==> config.mk <==
export PLATFORM = sky130hd
export DESIGN_NAME = two_way_sorted_merge
export DESIGN_NICKNAME = d
export VERILOG_FILES = /design/src/sv/tsm_pkg.sv /design/src/sv/two_way_sorted_merge.sv /design/src/sv/tsm_ram.sv /design/src/sv/tsm_cmp.sv
export SDC_FILE = /design/constraint.sdc
export NUM_CORES = 2
export LEC_CHECK = 0
export ABC_CLOCK_PERIOD_IN_PS = 5830
export BUFFER_PORTS_ARGS = -buffer_cell sky130_fd_sc_hd__clkbuf_2
export CORE_ASPECT_RATIO = 1.75
export CORE_UTILIZATION = 30
export CTS_CLUSTER_DIAMETER = 60
export DETAILED_ROUTE_END_ITERATION = 8
export PLACE_DENSITY = 0.46
export SLEW_MARGIN = 10
export SYNTH_ARGS = -nofsm -noshare
export SYNTH_HDL_FRONTEND = slang
export SYNTH_SLANG_ARGS = --single-unit
==> constraint.sdc <==
create_clock -name clk -period 5.83 [get_ports clk]
set_clock_uncertainty 0.1 [all_clocks]
set_input_delay 0.8745 -clock clk [delete_from_list [all_inputs] [get_ports clk]]
set_output_delay 0.8745 -clock clk [all_outputs]
set_load 0.03 [all_outputs]
==> src/sv/tsm_pkg.sv <==
// types and codes for the two-way sorted merge
`timescale 1ns / 1ps
`default_nettype none

package tsm_pkg;

    localparam logic [1:0] FUNC_PUSH_A = 2'd0;
    localparam logic [1:0] FUNC_PUSH_B = 2'd1;
    localparam logic [1:0] FUNC_MERGE  = 2'd2;

    typedef struct packed {
        logic [1:0]         func;
        logic signed [31:0] value;
    } in_t;

    typedef struct packed {
        logic signed [31:0] value_res;
        logic               last;
        logic               empty_res;
        logic               dropped;
    } out_t;

    typedef enum logic {
        ST_IDLE,
        ST_MERGE
    } state_t;

endpackage

`default_nettype wire

==> src/sv/two_way_sorted_merge.sv <==
// top level of the two-way sorted merge
`timescale 1ns / 1ps
`default_nettype none

// A push (func 0 to list A, func 1 to list B) gives no result; pushes may
// follow each other in every cycle while busy is low, and a push into a
// full list is dropped and remembered in the dropped flag. A merge
// (func 2) of N stored values holds busy high while it runs and puts out
// one result per cycle, in ascending order with ties going to list B when
// each list was pushed in ascending order; each result also passes the
// result register, and the last one carries last. The rate is one result
// per cycle, set by the single compare unit working on the registered read
// ports of the two list memories. With both lists empty a merge gives one
// result flagged empty in the next cycle and busy stays low. Each result
// is on result for exactly one cycle, marked by valid; no stall is possible.
module two_way_sorted_merge #(
    parameter int DEPTH = 32
) (
    input  wire logic          clk,
    input  wire logic          rst_n,
    input  wire logic          start,
    output logic               busy,
    input  wire tsm_pkg::in_t  item,
    output logic               valid,
    output tsm_pkg::out_t      result
);

    localparam int AW = (DEPTH > 1) ? $clog2(DEPTH) : 1;
    localparam int CW = $clog2(DEPTH + 1);

    tsm_pkg::state_t state_reg, state_next;
    logic [CW-1:0]   count_a_reg, count_a_next;
    logic [CW-1:0]   count_b_reg, count_b_next;
    logic [CW-1:0]   ia_reg, ia_next;
    logic [CW-1:0]   ib_reg, ib_next;
    logic            overflow_reg, overflow_next;
    logic            valid_reg, valid_next;
    tsm_pkg::out_t   res_reg, res_next;

    logic            we_a, we_b;
    logic [31:0]     rdata_a, rdata_b;
    logic            a_has, b_has, take_a;
    logic            accept;

    tsm_ram #(.WIDTH(32), .DEPTH(DEPTH)) u_ram_a (
        .clk   (clk),
        .we    (we_a),
        .waddr (count_a_reg[AW-1:0]),
        .wdata (item.value),
        .raddr (ia_next[AW-1:0]),
        .rdata (rdata_a)
    );

    tsm_ram #(.WIDTH(32), .DEPTH(DEPTH)) u_ram_b (
        .clk   (clk),
        .we    (we_b),
        .waddr (count_b_reg[AW-1:0]),
        .wdata (item.value),
        .raddr (ib_next[AW-1:0]),
        .rdata (rdata_b)
    );

    assign a_has = ia_reg < count_a_reg;
    assign b_has = ib_reg < count_b_reg;

    tsm_cmp u_cmp (
        .a      (rdata_a),
        .b      (rdata_b),
        .a_has  (a_has),
        .b_has  (b_has),
        .take_a (take_a)
    );

    assign accept = start && !busy;
    assign busy   = (state_reg != tsm_pkg::ST_IDLE);
    assign valid  = valid_reg;
    assign result = res_reg;

    always_ff @(posedge clk or negedge rst_n)
    begin
        if (!rst_n)
        begin
            state_reg    <= tsm_pkg::ST_IDLE;
            count_a_reg  <= '0;
            count_b_reg  <= '0;
            ia_reg       <= '0;
            ib_reg       <= '0;
            overflow_reg <= 1'b0;
            valid_reg    <= 1'b0;
        end
        else
        begin
            state_reg    <= state_next;
            count_a_reg  <= count_a_next;
            count_b_reg  <= count_b_next;
            ia_reg       <= ia_next;
            ib_reg       <= ib_next;
            overflow_reg <= overflow_next;
            valid_reg    <= valid_next;
        end
    end

    always_ff @(posedge clk)
    begin
        res_reg <= res_next;
    end

    always_comb
    begin
        state_next    = state_reg;
        count_a_next  = count_a_reg;
        count_b_next  = count_b_reg;
        ia_next       = ia_reg;
        ib_next       = ib_reg;
        overflow_next = overflow_reg;
        valid_next    = 1'b0;
        res_next      = res_reg;
        we_a          = 1'b0;
        we_b          = 1'b0;

        unique case (state_reg)
            tsm_pkg::ST_IDLE:
            begin
                if (accept)
                begin
                    unique case (item.func)
                        tsm_pkg::FUNC_PUSH_A:
                        begin
                            if (count_a_reg == CW'(DEPTH))
                            begin
                                overflow_next = 1'b1;
                            end
                            else
                            begin
                                we_a         = 1'b1;
                                count_a_next = count_a_reg + 1'b1;
                            end
                        end
                        tsm_pkg::FUNC_PUSH_B:
                        begin
                            if (count_b_reg == CW'(DEPTH))
                            begin
                                overflow_next = 1'b1;
                            end
                            else
                            begin
                                we_b         = 1'b1;
                                count_b_next = count_b_reg + 1'b1;
                            end
                        end
                        tsm_pkg::FUNC_MERGE:
                        begin
                            if (count_a_reg == '0 && count_b_reg == '0)
                            begin
                                valid_next         = 1'b1;
                                res_next.value_res = '0;
                                res_next.last      = 1'b1;
                                res_next.empty_res = 1'b1;
                                res_next.dropped   = overflow_reg;
                                overflow_next      = 1'b0;
                            end
                            else
                            begin
                                // read ports already sit at entry zero
                                state_next = tsm_pkg::ST_MERGE;
                            end
                        end
                        default:
                        begin
                            // unused selector: no effect
                        end
                    endcase
                end
            end
            tsm_pkg::ST_MERGE:
            begin
                valid_next         = 1'b1;
                res_next.empty_res = 1'b0;
                res_next.dropped   = overflow_reg;
                if (take_a)
                begin
                    res_next.value_res = rdata_a;
                    ia_next            = ia_reg + 1'b1;
                end
                else
                begin
                    res_next.value_res = rdata_b;
                    ib_next            = ib_reg + 1'b1;
                end
                res_next.last = (ia_next == count_a_reg) && (ib_next == count_b_reg);
                if (res_next.last)
                begin
                    state_next    = tsm_pkg::ST_IDLE;
                    count_a_next  = '0;
                    count_b_next  = '0;
                    ia_next       = '0;
                    ib_next       = '0;
                    overflow_next = 1'b0;
                end
            end
            default:
            begin
                state_next = tsm_pkg::ST_IDLE;
            end
        endcase
    end

endmodule

`default_nettype wire

==> src/sv/tsm_ram.sv <==
// generic single-write, single-read ram with registered read data
`timescale 1ns / 1ps
`default_nettype none

module tsm_ram #(
    parameter int WIDTH = 32,
    parameter int DEPTH = 32,
    localparam int AW = (DEPTH > 1) ? $clog2(DEPTH) : 1
) (
    input  wire logic             clk,
    input  wire logic             we,
    input  wire logic [AW-1:0]    waddr,
    input  wire logic [WIDTH-1:0] wdata,
    input  wire logic [AW-1:0]    raddr,
    output logic      [WIDTH-1:0] rdata
);

    logic [WIDTH-1:0] mem [DEPTH];

    always_ff @(posedge clk)
    begin
        if (we)
        begin
            mem[waddr] <= wdata;
        end
        rdata <= mem[raddr];
    end

endmodule

`default_nettype wire

==> src/sv/tsm_cmp.sv <==
// shared signed compare unit: head of list a strictly below head of list b
`timescale 1ns / 1ps
`default_nettype none

module tsm_cmp (
    input  wire logic signed [31:0] a,
    input  wire logic signed [31:0] b,
    input  wire logic               a_has,
    input  wire logic               b_has,
    output logic                    take_a
);

    // a goes first only when b is exhausted or a is strictly less (ties go to b)
    always_comb
    begin
        take_a = a_has && (!b_has || (a < b));
    end

endmodule

`default_nettype wire

# After elaboration in Yosys (flattened, before gate mapping)
# Memories as Yosys holds them, arrays and structs flattened. A register that Yosys moved wholly into a read port is not among the register bits.
# Index checks and enable logic that the tools add are counted.
[totals]
regBits = 62
n_memories = 2
out_inout_bits = 37
input_bits = 37
ramBits = 2048
word_cells = 105
[memory_table]
columns = ["name", "depth", "word_bits", "read_ports", "rd_clocked_by_memory_dff", "write_ports", "line_no", "text"]
rows = [
  ["u_ram_a.mem", 32, 32, 1, 1, 1, "tsm_ram.sv:18", "logic [WIDTH-1:0] mem [DEPTH];"],
  ["u_ram_b.mem", 32, 32, 1, 1, 1, "tsm_ram.sv:18", ""],
]
[classes]
bitwise = 1
magnitude_cmp = 3
mux = 50
n_eq_ne = 18
add_sub_neg = 4
n_reduce_logical = 14
[ops]
columns = ["operator", "n"]
rows = [
  ["$mux W35", 3],
  ["$mux W6", 13],
  ["$pmux W35 S2", 1],
  ["$lt A32 B32 Y1", 1],
  ["$mux W32", 1],
  ["$add A6 B1 Y6 const B", 4],
  ["$mux W1", 24],
  ["$pmux W6 S2", 2],
  ["$eq A6 B6 Y1", 2],
  ["$eq A6 B6 Y1 const B", 2],
  ["$logic_not A6 Y1", 2],
  ["$lt A6 B6 Y1", 2],
  ["$mux W5", 2],
  ["$ne A3 B3 Y1 const B", 3],
  ["$ne A2 B1 Y1 const B", 4],
  ["$ne A2 B2 Y1 const B", 4],
  ["$reduce_and A4 Y1", 2],
  ["$pmux W1 S2", 3],
  ["$reduce_and A6 Y1", 1],
  ["$logic_and A1 B1 Y1", 4],
  ["$ne A4 B1 Y1 const B", 1],
  ["$pmux W1 S3", 1],
  ["$reduce_and A3 Y1", 1],
  ["$eq A2 B1 Y1 const B", 1],
  ["other kinds (5)", 6],
]

# Logic depth before layout (Yosys ltp)
[logic_depth]
word_depth = 10
mapped_depth = 22

# Modules after synthesis
# A second synthesis with hierarchy kept.
[hier_totals]
cells_unflattened = 4961
area_unflattened_um2 = 85388.1
[by_module_without_submodules]
columns = ["module", "instances", "cells_per_inst", "area_each_um2"]
rows = [
  ["tsm_ram (u_ram_a)", 1, 2260, 40487.6],
  ["tsm_ram (u_ram_b)", 1, 2260, 40485.1],
  ["two_way_sorted_merge", 1, 324, 3589.7],
  ["tsm_cmp", 1, 117, 825.8],
]

# Least setup slack after synthesis
# OpenSTA, ideal clock, no wires.
[synth_path]
path_type = "reg2reg"
startpoint = "reg count_b_reg[2]"
endpoint = "reg u_ram_a.rdata[10] (read register of u_ram_a.mem)"
n_path_buf = 5
t_arrival_ns = 4.428
slack_ns = 1.199
stages_incl_launch_ff = 21
required_ns = 5.627
cell_sequence = "dfrtp_1 -> clkbuf_1 -> inv_1 -> ha_1 -> a21o_1 -> a31oi_1 -> o21ai_0 -> and4b_1 -> or4_1 -> buf_2 -> mux2_4 -> and4_1 -> buf_4 -> nand2_1 -> a22o_2 -> nand2_1 -> buf_2 -> buf_2 -> o22ai_1 -> a211o_1 -> a222oi_1"
[synth_between]
elab_chain_len = 10
elab_cells_between_ends = 13
[synth_rtl]
columns = ["item", "line_no", "text"]
rows = [
  ["start: declaration", "two_way_sorted_merge.sv:33", "logic [CW-1:0] count_b_reg, count_b_next;"],
  ["start signal: assignment", "two_way_sorted_merge.sv:95", "count_b_reg <= count_b_next;"],
  ["$lt A6 B6 Y1", "two_way_sorted_merge.sv:64", "assign b_has = ib_reg < count_b_reg;"],
  ["$logic_not A1 Y1", "tsm_cmp.sv:16", "take_a = a_has && (!b_has || (a < b));"],
  ["$logic_or A1 B1 Y1", "tsm_cmp.sv:16", ""],
  ["$logic_and A1 B1 Y1", "tsm_cmp.sv:16", ""],
  ["$mux W6", "two_way_sorted_merge.sv:180", "if (take_a)"],
  ["$mux W6", "two_way_sorted_merge.sv:121", "unique case (state_reg)"],
  ["$eq A6 B6 Y1", "two_way_sorted_merge.sv:190", "res_next.last = (ia_next == count_a_reg) && (ib_next == count_b_reg);"],
  ["$logic_and A1 B1 Y1", "two_way_sorted_merge.sv:190", ""],
  ["$mux W6 *", "two_way_sorted_merge.sv:191", "if (res_next.last)"],
  ["$mux W5 *", "two_way_sorted_merge.sv:121", ""],
  ["end: declaration", "tsm_ram.sv:15", "output logic [WIDTH-1:0] rdata"],
]
# Every way passes the cells marked *; elsewhere a longest branch is shown, timed or not. The select of a mux whose other input is x is not followed.
# A chain may end at the register's enable or synchronous reset.

# Worst setup path in the final report
[layout_path]
startpoint = "reg u_ram_b.rdata[17] (read register of u_ram_b.mem)"
endpoint = "reg u_ram_a.rdata[1] (read register of u_ram_a.mem)"
[layout_between]
elab_chain_len = 9
elab_cells_between_ends = 12
[layout_rtl]
columns = ["item", "line_no"]
rows = [
  ["start: declaration", "tsm_ram.sv:15"],
  ["$lt A32 B32 Y1 *", "tsm_cmp.sv:16"],
  ["$logic_or A1 B1 Y1 *", "tsm_cmp.sv:16"],
  ["$logic_and A1 B1 Y1 *", "tsm_cmp.sv:16"],
  ["$mux W6", "two_way_sorted_merge.sv:180"],
  ["$mux W6", "two_way_sorted_merge.sv:121"],
  ["$eq A6 B6 Y1", "two_way_sorted_merge.sv:190"],
  ["$logic_and A1 B1 Y1", "two_way_sorted_merge.sv:190"],
  ["$mux W6 *", "two_way_sorted_merge.sv:191"],
  ["$mux W5 *", "two_way_sorted_merge.sv:121"],
]
# Marks and branches as above.

==> impl_metrics.json <==
{
  "crit_path_max_incr_delay_ns": 0.60,
  "final_cell_mix": "edfxtp_1 (2083), nand2_1 (883), nor2_1 (502), a21oi_1 (445), buf_4 (435)",
  "cts_root_buffer": "clkbuf_16",
  "io_pins": 74,
  "ys_seq_area_share_pct": 67.6,
  "grt_start_max_net_pins": 160,
  "vias": 69627,
  "syn_avg_cell_area_um2": 12.4,
  "cts_tree": "built",
  "final_common_cell": "edfxtp_1",
  "period_minus_slack_ns": 5.68,
  "synth_edf_count": 2083,
  "clock_path_buffers": 4,
  "start_util_pct": 30.2,
  "holdPathStages": 3,
  "powerDensity_mw_per_mm2": 277,
  "finalCritPeriodShare_pct": 97.5,
  "die_w_um": 428,
  "cpMostUsedCell": "buf_4",
  "min_to": "busy",
  "die_h_um": 748,
  "worst-path-buf-inv": 5,
  "h-tree-depth": 4,
  "first_global_vias": 69244,
  "power.total_w": 0.0311,
  "yosys.area.top_type_share_pct": 65.5,
  "holdCritStartpoint": "item[33]",
  "synth_fp_nets": 7755,
  "slew_viol_final": 0,
  "dieArea_mm2": 0.320,
  "fmax_ghz": 0.176,
  "yosys_warnings": 0,
  "critPathTopFamily": "compound AO/OA/AOI/OAI gates",
  "drc": 0,
  "grt_setup_unrepaired": "no",
  "start_kind": "flip-flop",
  "end_kind": "flip-flop",
  "hold_viol_final": 0,
  "synthArstFlopShare_pct": 1.24,
  "clk_pin_slew_ns": 0.07,
  "grt_overflow": 0,
  "drtPass1Iterations": 8,
  "grt_pass1_wl_um": 508000,
  "fin_setup_tns_ns": 0,
  "drive_gt1_share_pct": 14.5,
  "synth_top_area_cell": "edfxtp_1",
  "avgRoutedWirePerCell_um": 29.5,
  "setup_viol": 0,
  "p_leak_nw": 37.0,
  "setup.worst_path.class": "flip-flop to flip-flop",
  "cp.arrival_ns": 6.28,
  "grt_antenna_before_repair": 17,
  "routed_wl_um": 360000,
  "synthTopCellsByArea": "edfxtp_1 (66%), nand2_1 (3.5%), a21oi_1 (2.3%), nor2_1 (2.2%), mux2i_1 (2.0%)",
  "ant_nets": 0,
  "worst_pin_slew_ns": 1.14,
  "rows": 273,
  "routabilityCongestion": 0.848,
  "numCtsBuffers": 204,
  "synth.distinct_cells": 87,
  "crit_path_max_fanout": 15,
  "synth_top_flop_cell": "edfxtp_1",
  "nNetsFinal": 7988,
  "path_cells": "buf_4 > inv_1 > ha_1 > and3_1 > a221o_1 > a22oi_2 > a211oi_1 > or4_4 > mux2_4 > and3_1 > buf_4 > nand3_1 > o311a_1 > nor2_4 > buf_4 > buf_4 > nand4_1 > o221a_2 > a222oi_1",
  "grt_usage_pct": 21.7,
  "crit_required_ns": 6.43,
  "cap_viol_max_count": 0,
  "core_mm2": 0.316,
  "area_growth_pct": 17.7,
  "netlist_area_mm2": 0.0954,
  "rr_startpoint": "u_ram_b.rdata[17]",
  "drt_iter0_drc": 6793,
  "peakVddDrop_v": 0.000264,
  "synth-seq-cells": 2174,
  "timing.rr.end": "u_ram_a.rdata[1]",
  "slowest_stage": "a222oi_1",
  "slew_headroom_pct": 23.8,
  "portBuffers": 73,
  "syn_inst": 7667,
  "reg2reg_depth": 19,
  "clk_latency_ns": 0.88,
  "worstHoldPathType": "input port to flip-flop",
  "dp_hpwl_um": 221000,
  "r2r_slack_ns": 0.15,
  "outcome": "completed",
  "viasPerCell": 5.71,
  "cts_sinks": 2174
}
[final cells by class]
class                   instances  area (um^2)
diodes                          7         17.5
fillers                     30541       204000
clock buffers                 275         5690
inverters                      87          365
flip-flops and latches       2174        64500
repair inverters                1         8.76
multi-input cells            4763        28700
clock inverters                90          976
well taps                    4125         5160
repair buffers                669         6830
[cell usage after synthesis, types with 5 or more instances]
cell type     n
buf_4        20
or3_1        92
a221oi_1     94
a222oi_1     29
nor2b_1       5
a41oi_1      29
buf_1        57
o31ai_1      74
nor3_1      165
o221ai_1    171
a22oi_1      32
inv_1        81
o311ai_0     31
o221a_2      29
mux2i_1     194
nand2b_1     34
dfrtp_1      27
edfxtp_1   2083
o211ai_1     91
nand4_1     201
a31o_2       31
a211o_1      59
a211oi_1     42
a22o_1       34
dfxtp_1      64
nand3_1     356
ha_1         51
a21oi_1     447
clkbuf_1    440
o2bb2ai_1    30
a21o_1       39
and3_1       68
a32oi_1      99
o21ai_1      26
a31oi_1       7
o22ai_1     287
xnor2_1      21
nor2_1      572
nand2_1     886
a311oi_1      5
nor3_2       20
o21ai_0     336
buf_2       126
[metrics by stage]
stage          utilization, %  cells  setup slack, ns  hold WS [ns]  instance area (um^2)
3_3_place_gp             33.3  11807           -0.312         0.385                105000
4_1_cts                  35.5  12178           0.0984         0.139                112000
5_1_grt                  35.5  12189          0.00230         0.212                112000
3_5_place_dp             33.3  11807           -0.375         0.375                105000
2_1_floorplan               -   7667             1.20         0.348                 95400
6_report                 35.5  12191            0.145         0.214                112000
[per-layer routing]
metal / track usage [%] / share of wire (%)
met3: 1.98 / 4.7
met1: 25.1 / 38
met4: 10.5 / 5.1
met5: 0 / 0.0036
met2: 40.0 / 52
[cell families (layout without fill, tap and decap cells)]
kind of cell,Yosys count,in the layout,share of synthesized area (%)
muxes,199,199,2.10
other,0,7,0
AOI/OAI and AO/OA,2063,2063,14.8
adders and majority gates,51,51,0.669
and+or+nand+nor,2424,2424,11.5
DFF,2174,2174,67.6
buffers and inverters,730,1122,3.11
xor gates and xnor gates,26,26,0.246
[how the worst max path moves through the flow]
| stage | slack (ns) | cells past startpoint | end | startpoint |
|---|---|---|---|---|
| 2_1_floorplan | 1.20 | 20 | u_ram_a.rdata[10] | count_b_reg[2] |
| 3_3_place_gp | -0.31 | 17 | u_ram_a.rdata[6] | u_ram_b.rdata[18] |
| 3_5_place_dp | -0.38 | 17 | u_ram_a.rdata[6] | u_ram_b.rdata[18] |
| 4_1_cts | 0.1 | 20 | u_ram_b.rdata[30] | u_ram_b.rdata[17] |
| 5_1_grt | 0.002 | 20 | u_ram_a.rdata[25] | u_ram_b.rdata[15] |
| 6_report | 0.15 | 19 | u_ram_a.rdata[1] | u_ram_b.rdata[17] |
[tightest hold or removal path, stage by stage]
cell and delay (ns):
clkbuf_2 0.10, nand3b_1 0.11, o31ai_1 0.08
[report_power, final]
part	total [W]	switching (W)	internal (W)
logic	0.000292	0.000269	0.0000238
registers	0.0171	0	0.0171
clock network	0.0137	0.00604	0.00768
[timing repair]
item / in CTS / in global routing
gates resized for setup: 16 / 5
pin swaps: 9 / 5
setup buffers: 5 / 5
endpoints found under the setup margin: 44 / 16
cloned: 0 / 1
hold endpoints to repair: 14 / 0
hold buffers: 1 / 0
Power figures use the tool's default switching activity.
